### src/sv/i2cm_pkg.sv
// ----------------------------------------------------------------------------
// I2C master bit engine package
// Shared command codes, widths and the structs that the sequencer passes to
// the bit shifter and to the top level.
// ----------------------------------------------------------------------------
package i2cm_pkg;

  // Byte geometry and counter widths.
  localparam int unsigned BITS_PER_BYTE = 8;
  localparam int unsigned BIT_CNT_W     = $clog2(BITS_PER_BYTE);
  localparam int unsigned FUNC_W        = 3;
  localparam int unsigned POLL_W        = 4;

  // Poll limit after reset.
  localparam logic [POLL_W-1:0] ACK_POLL_LIMIT_RST = 4'd5;

  // Command codes.
  localparam logic [FUNC_W-1:0] FUNC_START = 3'd0;
  localparam logic [FUNC_W-1:0] FUNC_STOP  = 3'd1;
  localparam logic [FUNC_W-1:0] FUNC_SEND  = 3'd2;
  localparam logic [FUNC_W-1:0] FUNC_RECV  = 3'd3;
  localparam logic [FUNC_W-1:0] FUNC_WACK  = 3'd4;
  localparam logic [FUNC_W-1:0] FUNC_ACK   = 3'd5;
  localparam logic [FUNC_W-1:0] FUNC_NACK  = 3'd6;

  // Shifter controls issued by the sequencer.
  typedef struct packed {
    logic load;      // capture the command's byte fields
    logic tx_shift;  // move the transmit register one bit left
    logic rx_clear;  // clear the receive byte
    logic rx_shift;  // sample the next slave bit into the receive byte
  } shift_ctrl_t;

  // Line state after one phase.
  typedef struct packed {
    logic scl;
    logic sda;
    logic dir;
    logic failed;
    logic last;
  } phase_t;

endpackage

### src/sv/i2cm_shift.sv
// ----------------------------------------------------------------------------
// I2C master bit shifter
// Serializes the transmit byte and assembles the receive byte bit by bit,
// as the shift strobes from the sequencer direct.
// ----------------------------------------------------------------------------
module i2cm_shift (
  input  logic                                  clk_i,
  input  logic                                  rst_ni,
  input  i2cm_pkg::shift_ctrl_t                 ctrl_i,
  input  logic [i2cm_pkg::BITS_PER_BYTE-1:0]    tx_byte_i,
  input  logic [i2cm_pkg::BITS_PER_BYTE-1:0]    slave_bits_i,
  output logic                                  tx_msb_o,
  output logic [i2cm_pkg::BITS_PER_BYTE-1:0]    rx_d_o
);

  localparam int unsigned W = i2cm_pkg::BITS_PER_BYTE;

  logic [W-1:0] tx_q, tx_d;
  logic [W-1:0] sb_q, sb_d;
  logic [W-1:0] rx_q, rx_d;

  // Transmit and slave-bit shift registers.
  always_comb begin
    tx_d = tx_q;
    sb_d = sb_q;
    if (ctrl_i.load) begin
      tx_d = tx_byte_i;
      sb_d = slave_bits_i;
    end else begin
      if (ctrl_i.tx_shift) begin
        tx_d = {tx_q[W-2:0], 1'b0};
      end
      if (ctrl_i.rx_shift) begin
        sb_d = {sb_q[W-2:0], 1'b0};
      end
    end
  end

  always_ff @(posedge clk_i) begin
    tx_q <= tx_d;
    sb_q <= sb_d;
  end

  // Receive byte: cleared at the first bit, then one sampled bit per clock high.
  always_comb begin
    rx_d = rx_q;
    if (ctrl_i.rx_clear) begin
      rx_d = '0;
    end else if (ctrl_i.rx_shift) begin
      rx_d = {rx_q[W-2:0], sb_q[W-1]};
    end
  end

  always_ff @(posedge clk_i or negedge rst_ni) begin
    if (!rst_ni) begin
      rx_q <= '0;
    end else begin
      rx_q <= rx_d;
    end
  end

  assign tx_msb_o = tx_q[W-1];
  assign rx_d_o   = rx_d;

endmodule

### src/sv/i2cm_seq.sv
// ----------------------------------------------------------------------------
// I2C master phase sequencer
// Steps through the line phases of one command, one phase per emitted beat,
// and keeps the bus line registers and the sticky failure flag.
// ----------------------------------------------------------------------------
module i2cm_seq (
  input  logic                                clk_i,
  input  logic                                rst_ni,
  input  logic                                in_valid_i,
  output logic                                in_ready_o,
  input  logic [i2cm_pkg::FUNC_W-1:0]         func_i,
  input  logic [i2cm_pkg::POLL_W-1:0]         ack_delay_polls_i,
  input  logic [i2cm_pkg::POLL_W-1:0]         poll_limit_i,
  input  logic                                out_free_i,
  input  logic                                tx_msb_i,
  output logic                                emit_o,
  output i2cm_pkg::shift_ctrl_t               ctrl_o,
  output i2cm_pkg::phase_t                    phase_o
);

  // Sequencer states.
  localparam logic [2:0] S_IDLE  = 3'd0;
  localparam logic [2:0] S_ONE   = 3'd1;
  localparam logic [2:0] S_START = 3'd2;
  localparam logic [2:0] S_STOP  = 3'd3;
  localparam logic [2:0] S_SEND  = 3'd4;
  localparam logic [2:0] S_RECV  = 3'd5;
  localparam logic [2:0] S_WACK  = 3'd6;
  localparam logic [2:0] S_ANS   = 3'd7;

  localparam int unsigned BW = i2cm_pkg::BIT_CNT_W;
  localparam logic [BW-1:0] LAST_BIT = BW'(i2cm_pkg::BITS_PER_BYTE - 1);

  logic [2:0]    state_q, state_d;
  logic [2:0]    step_q, step_d;
  logic [BW-1:0] bit_q, bit_d;
  logic          nack_q, nack_d;
  logic          tmo_q, tmo_d;
  logic          scl_q, scl_d;
  logic          sda_q, sda_d;
  logic          dir_q, dir_d;
  logic          fail_q, fail_d;
  logic          last;
  logic          accept;
  logic          timeout;

  assign in_ready_o = (state_q == S_IDLE);
  assign accept     = in_valid_i && in_ready_o;
  assign emit_o     = (state_q != S_IDLE) && out_free_i;

  // A zero limit stands for sixteen polls, which a 4-bit delay never reaches.
  assign timeout = (poll_limit_i != '0) && (ack_delay_polls_i >= poll_limit_i);

  // Phase stepping and line updates.
  always_comb begin
    state_d = state_q;
    step_d  = step_q;
    bit_d   = bit_q;
    nack_d  = nack_q;
    tmo_d   = tmo_q;
    scl_d   = scl_q;
    sda_d   = sda_q;
    dir_d   = dir_q;
    fail_d  = fail_q;
    last    = 1'b0;
    ctrl_o  = '0;

    if (accept) begin
      ctrl_o.load = 1'b1;
      step_d      = '0;
      bit_d       = '0;
      nack_d      = (func_i == i2cm_pkg::FUNC_NACK);
      tmo_d       = 1'b0;
      if (fail_q) begin
        state_d = S_ONE;
      end else begin
        unique case (func_i)
          i2cm_pkg::FUNC_START: state_d = S_START;
          i2cm_pkg::FUNC_STOP:  state_d = S_STOP;
          i2cm_pkg::FUNC_SEND:  state_d = S_SEND;
          i2cm_pkg::FUNC_RECV:  state_d = S_RECV;
          i2cm_pkg::FUNC_WACK: begin
            state_d = S_WACK;
            tmo_d   = timeout;
          end
          i2cm_pkg::FUNC_ACK:   state_d = S_ANS;
          i2cm_pkg::FUNC_NACK:  state_d = S_ANS;
          default:              state_d = S_ONE;
        endcase
      end
    end else if (emit_o) begin
      step_d = step_q + 3'd1;
      unique case (state_q)
        S_START: begin
          unique case (step_q)
            3'd0:    sda_d = 1'b1;
            3'd1:    scl_d = 1'b1;
            3'd2:    sda_d = 1'b0;
            default: begin
              scl_d = 1'b0;
              last  = 1'b1;
            end
          endcase
        end
        S_STOP: begin
          unique case (step_q)
            3'd0:    scl_d = 1'b0;
            3'd1:    sda_d = 1'b0;
            3'd2:    scl_d = 1'b1;
            default: begin
              sda_d = 1'b1;
              last  = 1'b1;
              if (tmo_q) begin
                fail_d = 1'b1;
              end
            end
          endcase
        end
        S_SEND: begin
          unique case (step_q)
            3'd0: scl_d = 1'b0;
            3'd1: begin
              sda_d           = tx_msb_i;
              ctrl_o.tx_shift = 1'b1;
            end
            3'd2: begin
              scl_d = 1'b1;
              if (bit_q != LAST_BIT) begin
                bit_d  = bit_q + BW'(1);
                step_d = 3'd0;
              end
            end
            default: begin
              scl_d = 1'b0;
              last  = 1'b1;
            end
          endcase
        end
        S_RECV: begin
          unique case (step_q)
            3'd0: dir_d = 1'b0;
            3'd1: begin
              scl_d = 1'b0;
              if (bit_q == '0) begin
                ctrl_o.rx_clear = 1'b1;
              end
            end
            3'd2: begin
              scl_d           = 1'b1;
              ctrl_o.rx_shift = 1'b1;
              if (bit_q != LAST_BIT) begin
                bit_d  = bit_q + BW'(1);
                step_d = 3'd1;
              end
            end
            3'd3: scl_d = 1'b0;
            default: begin
              dir_d = 1'b1;
              last  = 1'b1;
            end
          endcase
        end
        S_WACK: begin
          unique case (step_q)
            3'd0: dir_d = 1'b0;
            3'd1: scl_d = 1'b1;
            3'd2: begin
              dir_d = 1'b1;
              // A timed-out wait continues with a full stop sequence.
              if (tmo_q) begin
                state_d = S_STOP;
                step_d  = 3'd0;
              end
            end
            default: begin
              scl_d = 1'b0;
              last  = 1'b1;
            end
          endcase
        end
        S_ANS: begin
          unique case (step_q)
            3'd0:    sda_d = nack_q;
            3'd1:    scl_d = 1'b1;
            default: begin
              scl_d = 1'b0;
              last  = 1'b1;
            end
          endcase
        end
        default: begin
          // Failed bus or unknown command: one idle beat.
          last = 1'b1;
        end
      endcase
      if (last) begin
        state_d = S_IDLE;
      end
    end
  end

  always_ff @(posedge clk_i or negedge rst_ni) begin
    if (!rst_ni) begin
      state_q <= S_IDLE;
      step_q  <= '0;
      bit_q   <= '0;
      nack_q  <= 1'b0;
      tmo_q   <= 1'b0;
      scl_q   <= 1'b1;
      sda_q   <= 1'b1;
      dir_q   <= 1'b1;
      fail_q  <= 1'b0;
    end else begin
      state_q <= state_d;
      step_q  <= step_d;
      bit_q   <= bit_d;
      nack_q  <= nack_d;
      tmo_q   <= tmo_d;
      scl_q   <= scl_d;
      sda_q   <= sda_d;
      dir_q   <= dir_d;
      fail_q  <= fail_d;
    end
  end

  // Line state that the emitted beat reports.
  assign phase_o.scl    = scl_d;
  assign phase_o.sda    = sda_d;
  assign phase_o.dir    = dir_d;
  assign phase_o.failed = fail_d;
  assign phase_o.last   = last;

endmodule

### src/sv/i2c_master_bit_engine_top.sv
// ----------------------------------------------------------------------------
// I2C master bit engine
// Single-bus I2C line sequencer: one command in, one result beat per line
// action out.
// ----------------------------------------------------------------------------
// A command is accepted only while the engine is idle. After acceptance the
// sequencer emits one line phase per clock cycle into the output register
// whenever the output slot is free; an output stall holds the sequencer.
// The bytes move through byte-wide shift registers that shift one bit at a time.
module i2c_master_bit_engine_top (
  input  logic                                clk_i,
  input  logic                                rst_ni,
  // Command channel.
  input  logic                                in_valid_i,
  output logic                                in_ready_o,
  input  logic [i2cm_pkg::FUNC_W-1:0]         func_i,
  input  logic [i2cm_pkg::BITS_PER_BYTE-1:0]  tx_byte_i,
  input  logic [i2cm_pkg::BITS_PER_BYTE-1:0]  slave_bits_i,
  input  logic [i2cm_pkg::POLL_W-1:0]         ack_delay_polls_i,
  // Result channel.
  output logic                                out_valid_o,
  input  logic                                out_ready_i,
  output logic                                scl_level_o,
  output logic                                sda_level_o,
  output logic                                sda_driven_o,
  output logic [i2cm_pkg::BITS_PER_BYTE-1:0]  rx_data_o,
  output logic                                bus_failed_o,
  output logic                                last_phase_o,
  // Configuration channel: ack poll limit.
  input  logic                                cfg_valid_i,
  output logic                                cfg_ready_o,
  input  logic [i2cm_pkg::POLL_W-1:0]         cfg_data_i
);

  logic [i2cm_pkg::POLL_W-1:0]        limit_q;
  logic                               out_valid_q;
  i2cm_pkg::phase_t                   phase_q;
  logic [i2cm_pkg::BITS_PER_BYTE-1:0] rx_q;
  logic                               out_free;
  logic                               emit;
  logic                               tx_msb;
  i2cm_pkg::shift_ctrl_t              ctrl;
  i2cm_pkg::phase_t                   phase;
  logic [i2cm_pkg::BITS_PER_BYTE-1:0] rx_d;

  // Configuration register.
  assign cfg_ready_o = 1'b1;

  always_ff @(posedge clk_i or negedge rst_ni) begin
    if (!rst_ni) begin
      limit_q <= i2cm_pkg::ACK_POLL_LIMIT_RST;
    end else if (cfg_valid_i) begin
      limit_q <= cfg_data_i;
    end
  end

  i2cm_seq u_seq (
    .clk_i             (clk_i),
    .rst_ni            (rst_ni),
    .in_valid_i        (in_valid_i),
    .in_ready_o        (in_ready_o),
    .func_i            (func_i),
    .ack_delay_polls_i (ack_delay_polls_i),
    .poll_limit_i      (limit_q),
    .out_free_i        (out_free),
    .tx_msb_i          (tx_msb),
    .emit_o            (emit),
    .ctrl_o            (ctrl),
    .phase_o           (phase)
  );

  i2cm_shift u_shift (
    .clk_i        (clk_i),
    .rst_ni       (rst_ni),
    .ctrl_i       (ctrl),
    .tx_byte_i    (tx_byte_i),
    .slave_bits_i (slave_bits_i),
    .tx_msb_o     (tx_msb),
    .rx_d_o       (rx_d)
  );

  // Output register: a new beat loads when the slot is empty or being taken.
  assign out_free = !out_valid_q || out_ready_i;

  always_ff @(posedge clk_i or negedge rst_ni) begin
    if (!rst_ni) begin
      out_valid_q <= 1'b0;
    end else if (emit) begin
      out_valid_q <= 1'b1;
    end else if (out_ready_i) begin
      out_valid_q <= 1'b0;
    end
  end

  always_ff @(posedge clk_i) begin
    if (emit) begin
      phase_q <= phase;
      rx_q    <= rx_d;
    end
  end

  assign out_valid_o  = out_valid_q;
  assign scl_level_o  = phase_q.scl;
  assign sda_level_o  = phase_q.sda;
  assign sda_driven_o = phase_q.dir;
  assign rx_data_o    = rx_q;
  assign bus_failed_o = phase_q.failed;
  assign last_phase_o = phase_q.last;

endmodule

### config.mk
export PLATFORM = sky130hd
export DESIGN_NAME = i2c_master_bit_engine_top
export DESIGN_NICKNAME = d
export VERILOG_FILES = /design/src/sv/i2cm_pkg.sv /design/src/sv/i2cm_shift.sv /design/src/sv/i2cm_seq.sv /design/src/sv/i2c_master_bit_engine_top.sv
export SDC_FILE = /design/constraint.sdc
export NUM_CORES = 1
export LEC_CHECK = 0
export ABC_AREA = 1
export BUFFER_PORTS_ARGS = -buffer_cell sky130_fd_sc_hd__buf_2
export CELL_PAD_IN_SITES_DETAIL_PLACEMENT = 0
export CELL_PAD_IN_SITES_GLOBAL_PLACEMENT = 1
export CORE_ASPECT_RATIO = 0.75
export CORE_MARGIN = 2
export CORE_UTILIZATION = 40
export CTS_BUF_LIST = sky130_fd_sc_hd__clkbuf_8
export DETAILED_ROUTE_END_ITERATION = 10
export PLACE_DENSITY = 0.86
export SLEW_MARGIN = 25
export SYNTH_ARGS = -nofsm -noshare
export SYNTH_HDL_FRONTEND = slang
export SYNTH_SLANG_ARGS = --single-unit
export TNS_END_PERCENT = 30
### constraint.sdc
create_clock -name clk_i -period 3.1 [get_ports clk_i]
set_input_delay 0.31 -clock clk_i [delete_from_list [all_inputs] [get_ports clk_i]]
set_output_delay 0.31 -clock clk_i [all_outputs]
set_load 0.01 [all_outputs]
==> impl_metrics.ini, run 1 <==
[synth]
syn_nets = 372
synth_most_common_cell = nand2_1
synth.top_cells.by_area = edfxtp_1 30%, dfrtp_1 20%, nand2_1 12%
ys_ff_latch = 57
syn_avg_cell_area_um2 = 8.91
synth_top_cells_by_count = 93 x nand2_1, 43 x nor2_1, 32 x inv_1
yosys.cell_types.count = 33
yosysTopAreaCell = edfxtp_1
seq_area_frac_synth = 0.540
synth_flop_cell = edfxtp_1
syn_inst = 328
yosys_warnings = 0
synth-edff-count = 29
synth_top_area_frac = 0.298
synth_area_um2 = 2920
async_flop_share = 0.491

[placed_design]
port_buffers = 46
gp_congestion = 0.845
post-dp-hpwl_um = 4270
pre_cts_ws_ns = 1.00

[sta]
setup_violations = 0
slew_headroom = 0.557
tightest_slew_ns = 0.664
layout_setup_ws_ns = 0.987
finalHoldViolCount = 0
rsz0062_at_grt = no
min_period_ns = 2.11
finalClockSkew_ns = 0.00888
whs_ns = 0.00818
max_freq_mhz = 473
fin_crit_sh = 0.682
fin_tns_setup_ns = 0
drv_slew = 0

[setup_path]
reg2reg_depth = 8
timing.setup.critical_path_class = flip-flop to flip-flop
cp_data_required_time_ns = 3.10
startpoint_type = flip-flop
end_kind = flip-flop
cp.arrival_ns = 2.11
worstReg2RegStart = u_seq.step_q[0]$_DFFE_PN0N_
r2r_end = u_shift.sb_q[6]$_DFFE_PP_
reg2reg_slack_ns = 0.99
critPathMaxFanout = 9

[clock_tree]
clk_latency_ns = 0.33
cts_setup_buffers = 0
cts_sinks = 57
clk_pin_slew_ns = 0.07
cts_max_path_buffers = 2
cts_tree = yes
cts_root_buf = clkbuf_8
cts_resized = 0
cts_buffers = 9
htree_num_levels = 3
cts_hold_buf = 0

[drt]
routed_via_density = 4.81
route.antenna.remaining_nets = 0
drcViolationCount = 0
vias = 2326
drt_pass1_iterations = 5
wire_per_inst_um = 12.2
drtIter0Drc = 181
wl_um = 5920

[cells_and_area]
diodes = 0
multiInputGateArea_um2 = 1160
regArea_um2 = 1580
drive_gt1_frac = 0.212
fin_util = 0.501
nNetsFinal = 425
syn2layout_area_growth_pct = 18.9
fill_cells = 657

[pwr]
ir_drop_v = 0.000341
p_leak_nw = 1.68
report.power.total_mw = 3.39
p_per_area_nw_per_um2 = 977

[min_path]
hold_path.class = input pin to asynchronous set/reset pin

[grt]
grt_pass1_wl_um = 9980
track_usage = 0.164
antenna_found_initial = 0
grt_max_degree = 29
grt_pass1_vias = 2093
grt_overflow_total = 0

[floorplanning]
io_pins = 48
std_cell_rows = 26
start_util = 0.422
die_y_um = 78.0
dieArea_um2 = 8010
fp.dieW_um = 103
core-area_um2 = 6930

[outcome]
status = complete, no violations

[run]
maxCapViolCount = 0
kinds of logic after synthesis:
family                   Yosys count  share of synthesized area
AO/OA/AOI/OAI                     43                     0.0805
adder cells (fa/ha/maj)           12                     0.0514
buffers and inverters             41                     0.0617
flip-flops                        57                      0.540
multiplexers                       1                    0.00385
other                              1                    0.00128
AND/OR/NAND/NOR                  173                      0.261
per-layer routing:
metal | global-route usage | vias up | part of all wire
li1 | - | 1180 | -
met1 | 0.246 | 1051 | 0.50
met2 | 0.217 | 84 | 0.42
met3 | 0.0588 | 11 | 0.074
met4 | 0.0533 | 0 | 0.015
met5 | 0 | - | 0
state kept, by name (all words and copies together) (netlist names), 3 cells and up:
register and cells:
u_shift.rx_q 8, u_seq.bit_q 3, limit_q 4, u_shift.sb_q 8, u_shift.tx_q 8, rx_data_o 8
u_seq.state_q 3, u_seq.step_q 3
worst max-delay path, cell delays in order (launching register included):
cell and delay (ns):
dfrtp_1 0.42, inv_1 0.15, ha_1 0.20, inv_1 0.07, nor2_1 0.19, nand2_1 0.14
nor2_4 0.21, inv_2 0.11, nand2_1 0.29
cell type report:
class	count	share of cell area
clock buffers	9	0.0357
clock inverters	7	0.0317
inverters	36	0.0396
multi-input cells	230	0.335
flip-flops and latches	57	0.454
well taps	98	0.0353
repair buffers	47	0.0684
stage by stage:
step	cells	instance area, um2
after CTS	484	3470
after global routing	484	3470
after global placement	468	3240
after floorplan	328	2920
final	484	3470
after detailed placement	468	3240
worst max path at each step:
stage / from / end / depth (start not counted)
after floorplan: u_seq.step_q[1]$_DFFE_PN0N_ / u_shift.tx_q[0]$_SDFFCE_PN0P_ / 6
after global placement: u_seq.step_q[0]$_DFFE_PN0N_ / u_shift.sb_q[2]$_DFFE_PP_ / 8
after detailed placement: u_seq.step_q[0]$_DFFE_PN0N_ / u_shift.sb_q[0]$_SDFFCE_PN0P_ / 8
after CTS: u_seq.step_q[0]$_DFFE_PN0N_ / u_shift.sb_q[5]$_DFFE_PP_ / 8
after global routing: u_seq.step_q[0]$_DFFE_PN0N_ / u_shift.sb_q[5]$_DFFE_PP_ / 8
final: u_seq.step_q[0]$_DFFE_PN0N_ / u_shift.sb_q[6]$_DFFE_PP_ / 8
report_power, final:
| group | internal [mW] | switching, mW | total (mW) |
|---|---|---|---|
| clock network | 0.527 | 0.287 | 0.814 |
| logic | 0.401 | 0.844 | 1.25 |
| registers | 1.19 | 0.150 | 1.34 |
| total | 2.11 | 1.28 | 3.39 |
cell usage in the layout (no fill, tap or decap), types with 2 or more instances in the layout:
master and count:
o21bai_1 2, clkbuf_8 9, o21ai_0 28, o21ai_1 2, nor3_1 4, a21oi_1 4, nor2_1 43, nand2_1 93
clkinv_1 2, o211ai_1 3, buf_2 46, dfrtp_1 23, nand4_1 5, nand3_1 14, inv_1 33, bufinv_16 3
nor2_4 5, o22ai_1 2, nand2_2 3, inv_2 3, edfxtp_1 29, ha_1 12, dfstp_2 5
Note: power is estimated with default switching activity, not from simulation.
==> inputs of run 2 (changes only) <==
==> constraint.sdc (replaced) <==
create_clock -name clk_i -period 2.1 [get_ports clk_i]
set_input_delay 0.21 -clock clk_i [delete_from_list [all_inputs] [get_ports clk_i]]
set_output_delay 0.21 -clock clk_i [all_outputs]
set_load 0.01 [all_outputs]
==> run 2 against run 1 <==
Cell count is 1.0% higher. Core utilization is 0.27 points higher. Fmax is 9.4% higher. Worst setup slack worse by 0.82 ns. Global-route usage is 0.15 points higher. Critical path depth is 1 higher. Clock skew is 0.0029 ns lower. Final area is 0.54% higher. Combinational power is 52% higher. Routed wire length is 3.6% higher. Register-to-register slack worse by 0.82 ns. Highest routed layer unchanged. Die area stayed put.
==> impl_metrics.ini, run 2 (same netlist as run 1, synthesis figures left out) <==
[sta]
fin_crit_sh = 0.920
whs_ns = 0.0775
setup_violations = 0
tightest_slew_ns = 0.666
finalClockSkew_ns = 0.00599
fin_tns_setup_ns = 0
min_period_ns = 1.93
finalHoldViolCount = 0
drv_slew = 0
slew_headroom = 0.556
max_freq_mhz = 518
rsz0062_at_grt = no

[drt]
drt_pass1_iterations = 5
vias = 2309
routed_via_density = 4.72
wl_um = 6130
route.antenna.remaining_nets = 0
drcViolationCount = 0
wire_per_inst_um = 12.5
drtIter0Drc = 139

[floorplanning]
die_y_um = 78.0
fp.dieW_um = 103
io_pins = 48
core-area_um2 = 6930
dieArea_um2 = 8010
std_cell_rows = 26
start_util = 0.422

[pwr]
p_per_area_nw_per_um2 = 1420
p_leak_nw = 1.69
ir_drop_v = 0.000450

[setup_path]
end_kind = flip-flop
timing.setup.critical_path_class = flip-flop to flip-flop
critPathMaxFanout = 5
cp_data_required_time_ns = 2.17
reg2reg_depth = 9
startpoint_type = flip-flop
worstReg2RegStart = u_seq.step_q[0]$_DFFE_PN0N_
reg2reg_slack_ns = 0.17
r2r_end = sda_driven_o$_DFFE_PP_
cp.arrival_ns = 2.01

[cells_and_area]
fill_cells = 679
diodes = 0
drive_gt1_frac = 0.228
multiInputGateArea_um2 = 1170
layout_common_cells = 92 x nand2_1, 46 x buf_2, 43 x nor2_1, 33 x inv_1, 29 x edfxtp_1
nNetsFinal = 430
regArea_um2 = 1580
final_common_cell = nand2_1
syn2layout_area_growth_pct = 19.5

[min_path]
holdPathEnd = limit_q[3]$_DFFE_PN0P_
min-delay-start = cfg_data_i[3]
hold_path.class = input pin to flip-flop
holdPathStages = 3

[run]
maxCapViolCount = 0

[clock_tree]
cts_setup_buffers = 0
cts_sinks = 57
cts_root_buf = clkbuf_8
cts_tree = yes
cts_buffers = 9
cts_max_path_buffers = 2
htree_num_levels = 3
clk_latency_ns = 0.33
clk_pin_slew_ns = 0.06

[placed_design]
port_buffers = 46
post-dp-hpwl_um = 4420
gp_congestion = 0.880

[grt]
grt_pass1_wl_um = 10200
track_usage = 0.165
grt_max_degree = 29
grt_pass1_vias = 2168
grt_overflow_total = 0
antenna_found_initial = 0

[outcome]
status = complete, no violations
==> run 2: changes by cell type in the layout (fill, tap and decap cells not counted) <==
cell | before | now
dlygate4sd3_1 | 0 | 1
clkinv_4 | 1 | 0
clkinv_1 | 2 | 0
nand2_1 | 93 | 92
buf_4 | 1 | 5
bufinv_16 | 3 | 2
clkinv_2 | 0 | 3
clkinvlp_4 | 0 | 1
nand2_2 | 3 | 4
==> run 2: power by group <==
group          switching (mW)  leakage, nW  internal [mW]
clock                   0.430        0.110          0.656
sequential              0.221        0.629           1.75
combinational            1.27        0.952          0.628
total                    1.92         1.69           3.03
==> run 2: metrics by stage <==
stage / power [mW] / instances / util / setup slack, ns / cell area (um2)
finish: 4.95 / 489 / 0.504 / 0.168 / 3490
global route: 5.35 / 489 / 0.504 / 0.00000333 / 3490
CTS: 4.98 / 489 / 0.504 / 0.122 / 3490
floorplan: 3.30 / 328 / - / 0.153 / 2920
global placement: 3.83 / 472 / 0.472 / 0.264 / 3270
detailed placement: 3.86 / 472 / 0.472 / 0.130 / 3270
==> run 2: what timing repair did <==
item / 4_1_cts / 5_1_grt
hold buffers: 1 / 0
endpoints found under the hold margin: 23 / 0
endpoints found under the setup margin: 0 / 8
resized for setup: 0 / 1
==> run 2: per-layer routing <==
metal / GRT usage / share of wire
met2: 0.236 / 0.42
met1: 0.232 / 0.49
met4: 0.0560 / 0.011
met5: 0 / 0
met3: 0.0597 / 0.076
==> run 2: area by class of cell <==
type / count / area share
inverters: 36 / 0.0394
well taps: 98 / 0.0351
repair buffers: 52 / 0.0795
flip-flops and latches: 57 / 0.452
clock buffers: 9 / 0.0355
clock inverters: 7 / 0.0247
multi-input cells: 230 / 0.334
==> run 2: worst max-delay path by stage <==
stage,from,endpoint,slack [ns],cells past startpoint
global placement,u_seq.step_q[0]$_DFFE_PN0N_,u_shift.sb_q[2]$_DFFE_PP_,0.26,8
detailed placement,u_seq.step_q[0]$_DFFE_PN0N_,u_shift.sb_q[1]$_DFFE_PP_,0.13,8
global route,u_seq.step_q[0]$_DFFE_PN0N_,sda_driven_o$_DFFE_PP_,0.000003,9
floorplan,u_seq.step_q[1]$_DFFE_PN0N_,u_shift.tx_q[0]$_SDFFCE_PN0P_,0.15,6
CTS,u_seq.step_q[0]$_DFFE_PN0N_,u_shift.sb_q[4]$_DFFE_PP_,0.12,8
finish,u_seq.step_q[0]$_DFFE_PN0N_,sda_driven_o$_DFFE_PP_,0.17,9
==> run 2: worst max-delay path, stage by stage, from the launching register on <==
cell     delay (ns)
dfrtp_1        0.41
inv_1          0.15
ha_1           0.19
inv_1          0.05
nor2_1         0.26
nor2_1         0.07
nand3_1        0.21
inv_1          0.06
o21ai_0        0.17
nand2_1        0.10
==> inputs of run 3 (changes only) <==
--- a/config.mk
+++ b/config.mk
@@ -5,7 +5,6 @@
 export SDC_FILE = /design/constraint.sdc
 export NUM_CORES = 1
 export LEC_CHECK = 0
-export ABC_AREA = 1
 export BUFFER_PORTS_ARGS = -buffer_cell sky130_fd_sc_hd__buf_2
 export CELL_PAD_IN_SITES_DETAIL_PLACEMENT = 0
 export CELL_PAD_IN_SITES_GLOBAL_PLACEMENT = 1
@@ -14,7 +13,7 @@
 export CORE_UTILIZATION = 40
 export CTS_BUF_LIST = sky130_fd_sc_hd__clkbuf_8
 export DETAILED_ROUTE_END_ITERATION = 10
-export PLACE_DENSITY = 0.86
+export PLACE_DENSITY = 0.83
 export SLEW_MARGIN = 25
 export SYNTH_ARGS = -nofsm -noshare
 export SYNTH_HDL_FRONTEND = slang
==> run 3 against run 2 <==
Clock power decreased by 12%. Register-to-register slack worse by 0.02 ns. Synthesized cell count is 15% lower. Sequential power fell by 7%. Fmax fell by 0.80%. Via count decreased by 3.4%. Final area up 2.9%. Global-route usage is 0.16 points higher. First-iteration DRC count is 0.72% lower. Non-clock buffer count up 15. Worst setup slack got worse by 0.016 ns. Largest cell class unchanged.
==> impl_metrics.ini, run 3 <==
[grt]
grt_pass1_wl_um = 10300
track_usage = 0.167
grt_pass1_vias = 2136
grt_max_degree = 29
grt_overflow_total = 0
antenna_found_initial = 0

[floorplanning]
fp.dieW_um = 103
die_y_um = 78.6
io_pins = 48
start_util = 0.409
std_cell_rows = 27
dieArea_um2 = 8130
core-area_um2 = 7260

[synth]
synth_area_um2 = 2970
yosys.cell_types.count = 62
syn_inst = 278
synth_flop_cell = edfxtp_1
yosys_warnings = 0
synth-edff-count = 29
syn_nets = 322
synth_top_cells_by_count = 56 x nand2_1, 29 x edfxtp_1, 23 x dfrtp_1
syn_avg_cell_area_um2 = 10.7
synth_top_area_frac = 0.293
synth_most_common_cell = nand2_1
yosysTopAreaCell = edfxtp_1
ys_ff_latch = 57
synth.top_cells.by_area = edfxtp_1 29%, dfrtp_1 19%, nand2_1 7.1%
seq_area_frac_synth = 0.532
async_flop_share = 0.491

[cells_and_area]
syn2layout_area_growth_pct = 21.1
drive_gt1_frac = 0.286
final_common_cell = nand2_1
layout_common_cells = 56 x nand2_1, 46 x buf_2, 29 x edfxtp_1, 23 x dfrtp_1, 20 x inv_1
diodes = 0
nNetsFinal = 385
fin_util = 0.495

[setup_path]
end_kind = flip-flop
cp.arrival_ns = 2.03
slowest_stage = a211oi_1
slowest_delay_ns = 0.43
timing.setup.critical_path_class = flip-flop to flip-flop
cp_data_required_time_ns = 2.19
path_cells = inv_1 -> ha_1 -> inv_1 -> a211oi_1 -> o211ai_2 -> and2_1
startpoint_type = flip-flop
worstReg2RegStart = u_seq.step_q[1]$_DFFE_PN0N_
crit_start = u_seq.step_q[1]$_DFFE_PN0N_
crit_path_frequent_cell = inv_1
critPathMaxFanout = 6

[clock_tree]
cts_root_buf = clkbuf_8
cts_sinks = 57
clk_pin_slew_ns = 0.07
cts_max_path_buffers = 2
cts_setup_buffers = 0
htree_num_levels = 3
cts_tree = yes
cts_buffers = 9
cts_resized = 0
clk_latency_ns = 0.33

[placed_design]
post-dp-hpwl_um = 4600
port_buffers = 46
gp_congestion = 0.903

[sta]
setup_violations = 0
finalHoldViolCount = 0
slew_headroom = 0.549
rsz0062_at_grt = yes
drv_slew = 0
min_period_ns = 1.95
fin_crit_sh = 0.927
whs_ns = 0.0957
tightest_slew_ns = 0.676
max_freq_mhz = 514
fin_tns_setup_ns = 0
finalClockSkew_ns = 0.00650

[pwr]
p_seq_frac = 0.379
p_leak_nw = 1.71
p_sw_mw = 1.81
report.power.total_mw = 4.87
clockPowerShare = 0.198
pwr-share-comb = 0.423
p_per_area_nw_per_um2 = 1350
ir_drop_v = 0.000508
switching_share = 0.372
intPower_mw = 3.06

[drt]
drtIter0Drc = 138
drt_pass1_iterations = 4
wl_um = 6190
vias = 2230
route.antenna.remaining_nets = 0
drcViolationCount = 0
wire_per_inst_um = 13.9
routed_via_density = 4.99

[outcome]
status = complete, no violations

[run]
maxCapViolCount = 0

[min_path]
min-delay-start = cfg_data_i[3]
hold_path.class = input pin to flip-flop
[run 3: cell types whose count changed after synthesis, moves of 5 or more]
| cell | previous run | this run |
|---|---|---|
| o21ai_0 | 28 | 8 |
| nand2b_1 | 0 | 8 |
| nor2_1 | 43 | 14 |
| inv_1 | 32 | 19 |
| nand3_1 | 14 | 6 |
| nand2_1 | 93 | 56 |
| clkbuf_1 | 0 | 5 |
| mux2i_1 | 0 | 11 |
[run 3: timing repair]
item	4_1_cts	5_1_grt
endpoints found under the setup margin	0	2
hold buffers	1	0
endpoints found under the hold margin	23	0
[run 3: per-layer routing]
| layer | GRT usage | up-vias | wire length, um |
|---|---|---|---|
| met5 | 0 | - | 0 |
| met4 | 0.0434 | 0 | 46 |
| met3 | 0.0650 | 6 | 439 |
| met2 | 0.230 | 73 | 2640 |
| met1 | 0.244 | 1039 | 3070 |
| li1 | - | 1112 | - |
[run 3: stage by stage]
step | cell area, um2 | cells | setup WS [ns]
after floorplan | 2970 | 278 | 0.0498
after global placement | 3400 | 430 | 0.210
after detailed placement | 3400 | 430 | 0.177
after CTS | 3590 | 447 | 0.157
after global routing | 3590 | 447 | -0.00233
final | 3590 | 447 | 0.153
[run 3: critical path, delay by kind of cell, from the launching register on]
| kind | cells | cell delay (ns) |
|---|---|---|
| AO/OA/AOI/OAI | 2 | 0.62 |
| flip-flops | 1 | 0.41 |
| adder cells (fa/ha/maj) | 1 | 0.27 |
| buffers and inverters | 2 | 0.21 |
| AND/OR/NAND/NOR | 1 | 0.19 |
[run 3: area by class of cell]
cell class / count / area (um2)
fill: 689 / 3670
inverter: 20 / 75.1
clock buffer: 9 / 124
clock inverter: 7 / 62.6
sequential: 57 / 1580
multi-input combinational: 186 / 1220
timing repair buffer: 67 / 403
tap: 101 / 126
[run 3: worst paths after layout]
check,slack (ns),cells past startpoint,end
max,0.15,6,last_phase_o$_SDFFCE_PP0P_
min,0.1,3,limit_q[3]$_DFFE_PN0P_
max reg2reg,0.15,6,last_phase_o$_SDFFCE_PP0P_
min reg2reg,0.51,2,u_seq.scl_q$_DFF_PN1_
max in group asynchronous,1.20,2,u_seq.bit_q[0]$_DFFE_PN0P_
min in group asynchronous,0.46,2,u_seq.step_q[2]$_DFFE_PN0N_
[run 3: cells by family after synthesis]
group | synth area share
simple gates | 0.183
compound gates | 0.134
buf+inv | 0.0556
fa+ha+maj | 0.0506
xor+xnor | 0.00295
other cells | 0.00126
mux | 0.0409
flops | 0.532
[run 3: power by group through the flow]
stage	registers, mW	logic, mW	clock network [mW]
after floorplan	1.85	1.39	0
after global placement	1.86	2.03	0
after detailed placement	1.87	2.07	0
after CTS	1.85	2.08	0.993
after global routing	1.89	2.31	1.05
final	1.84	2.06	0.963
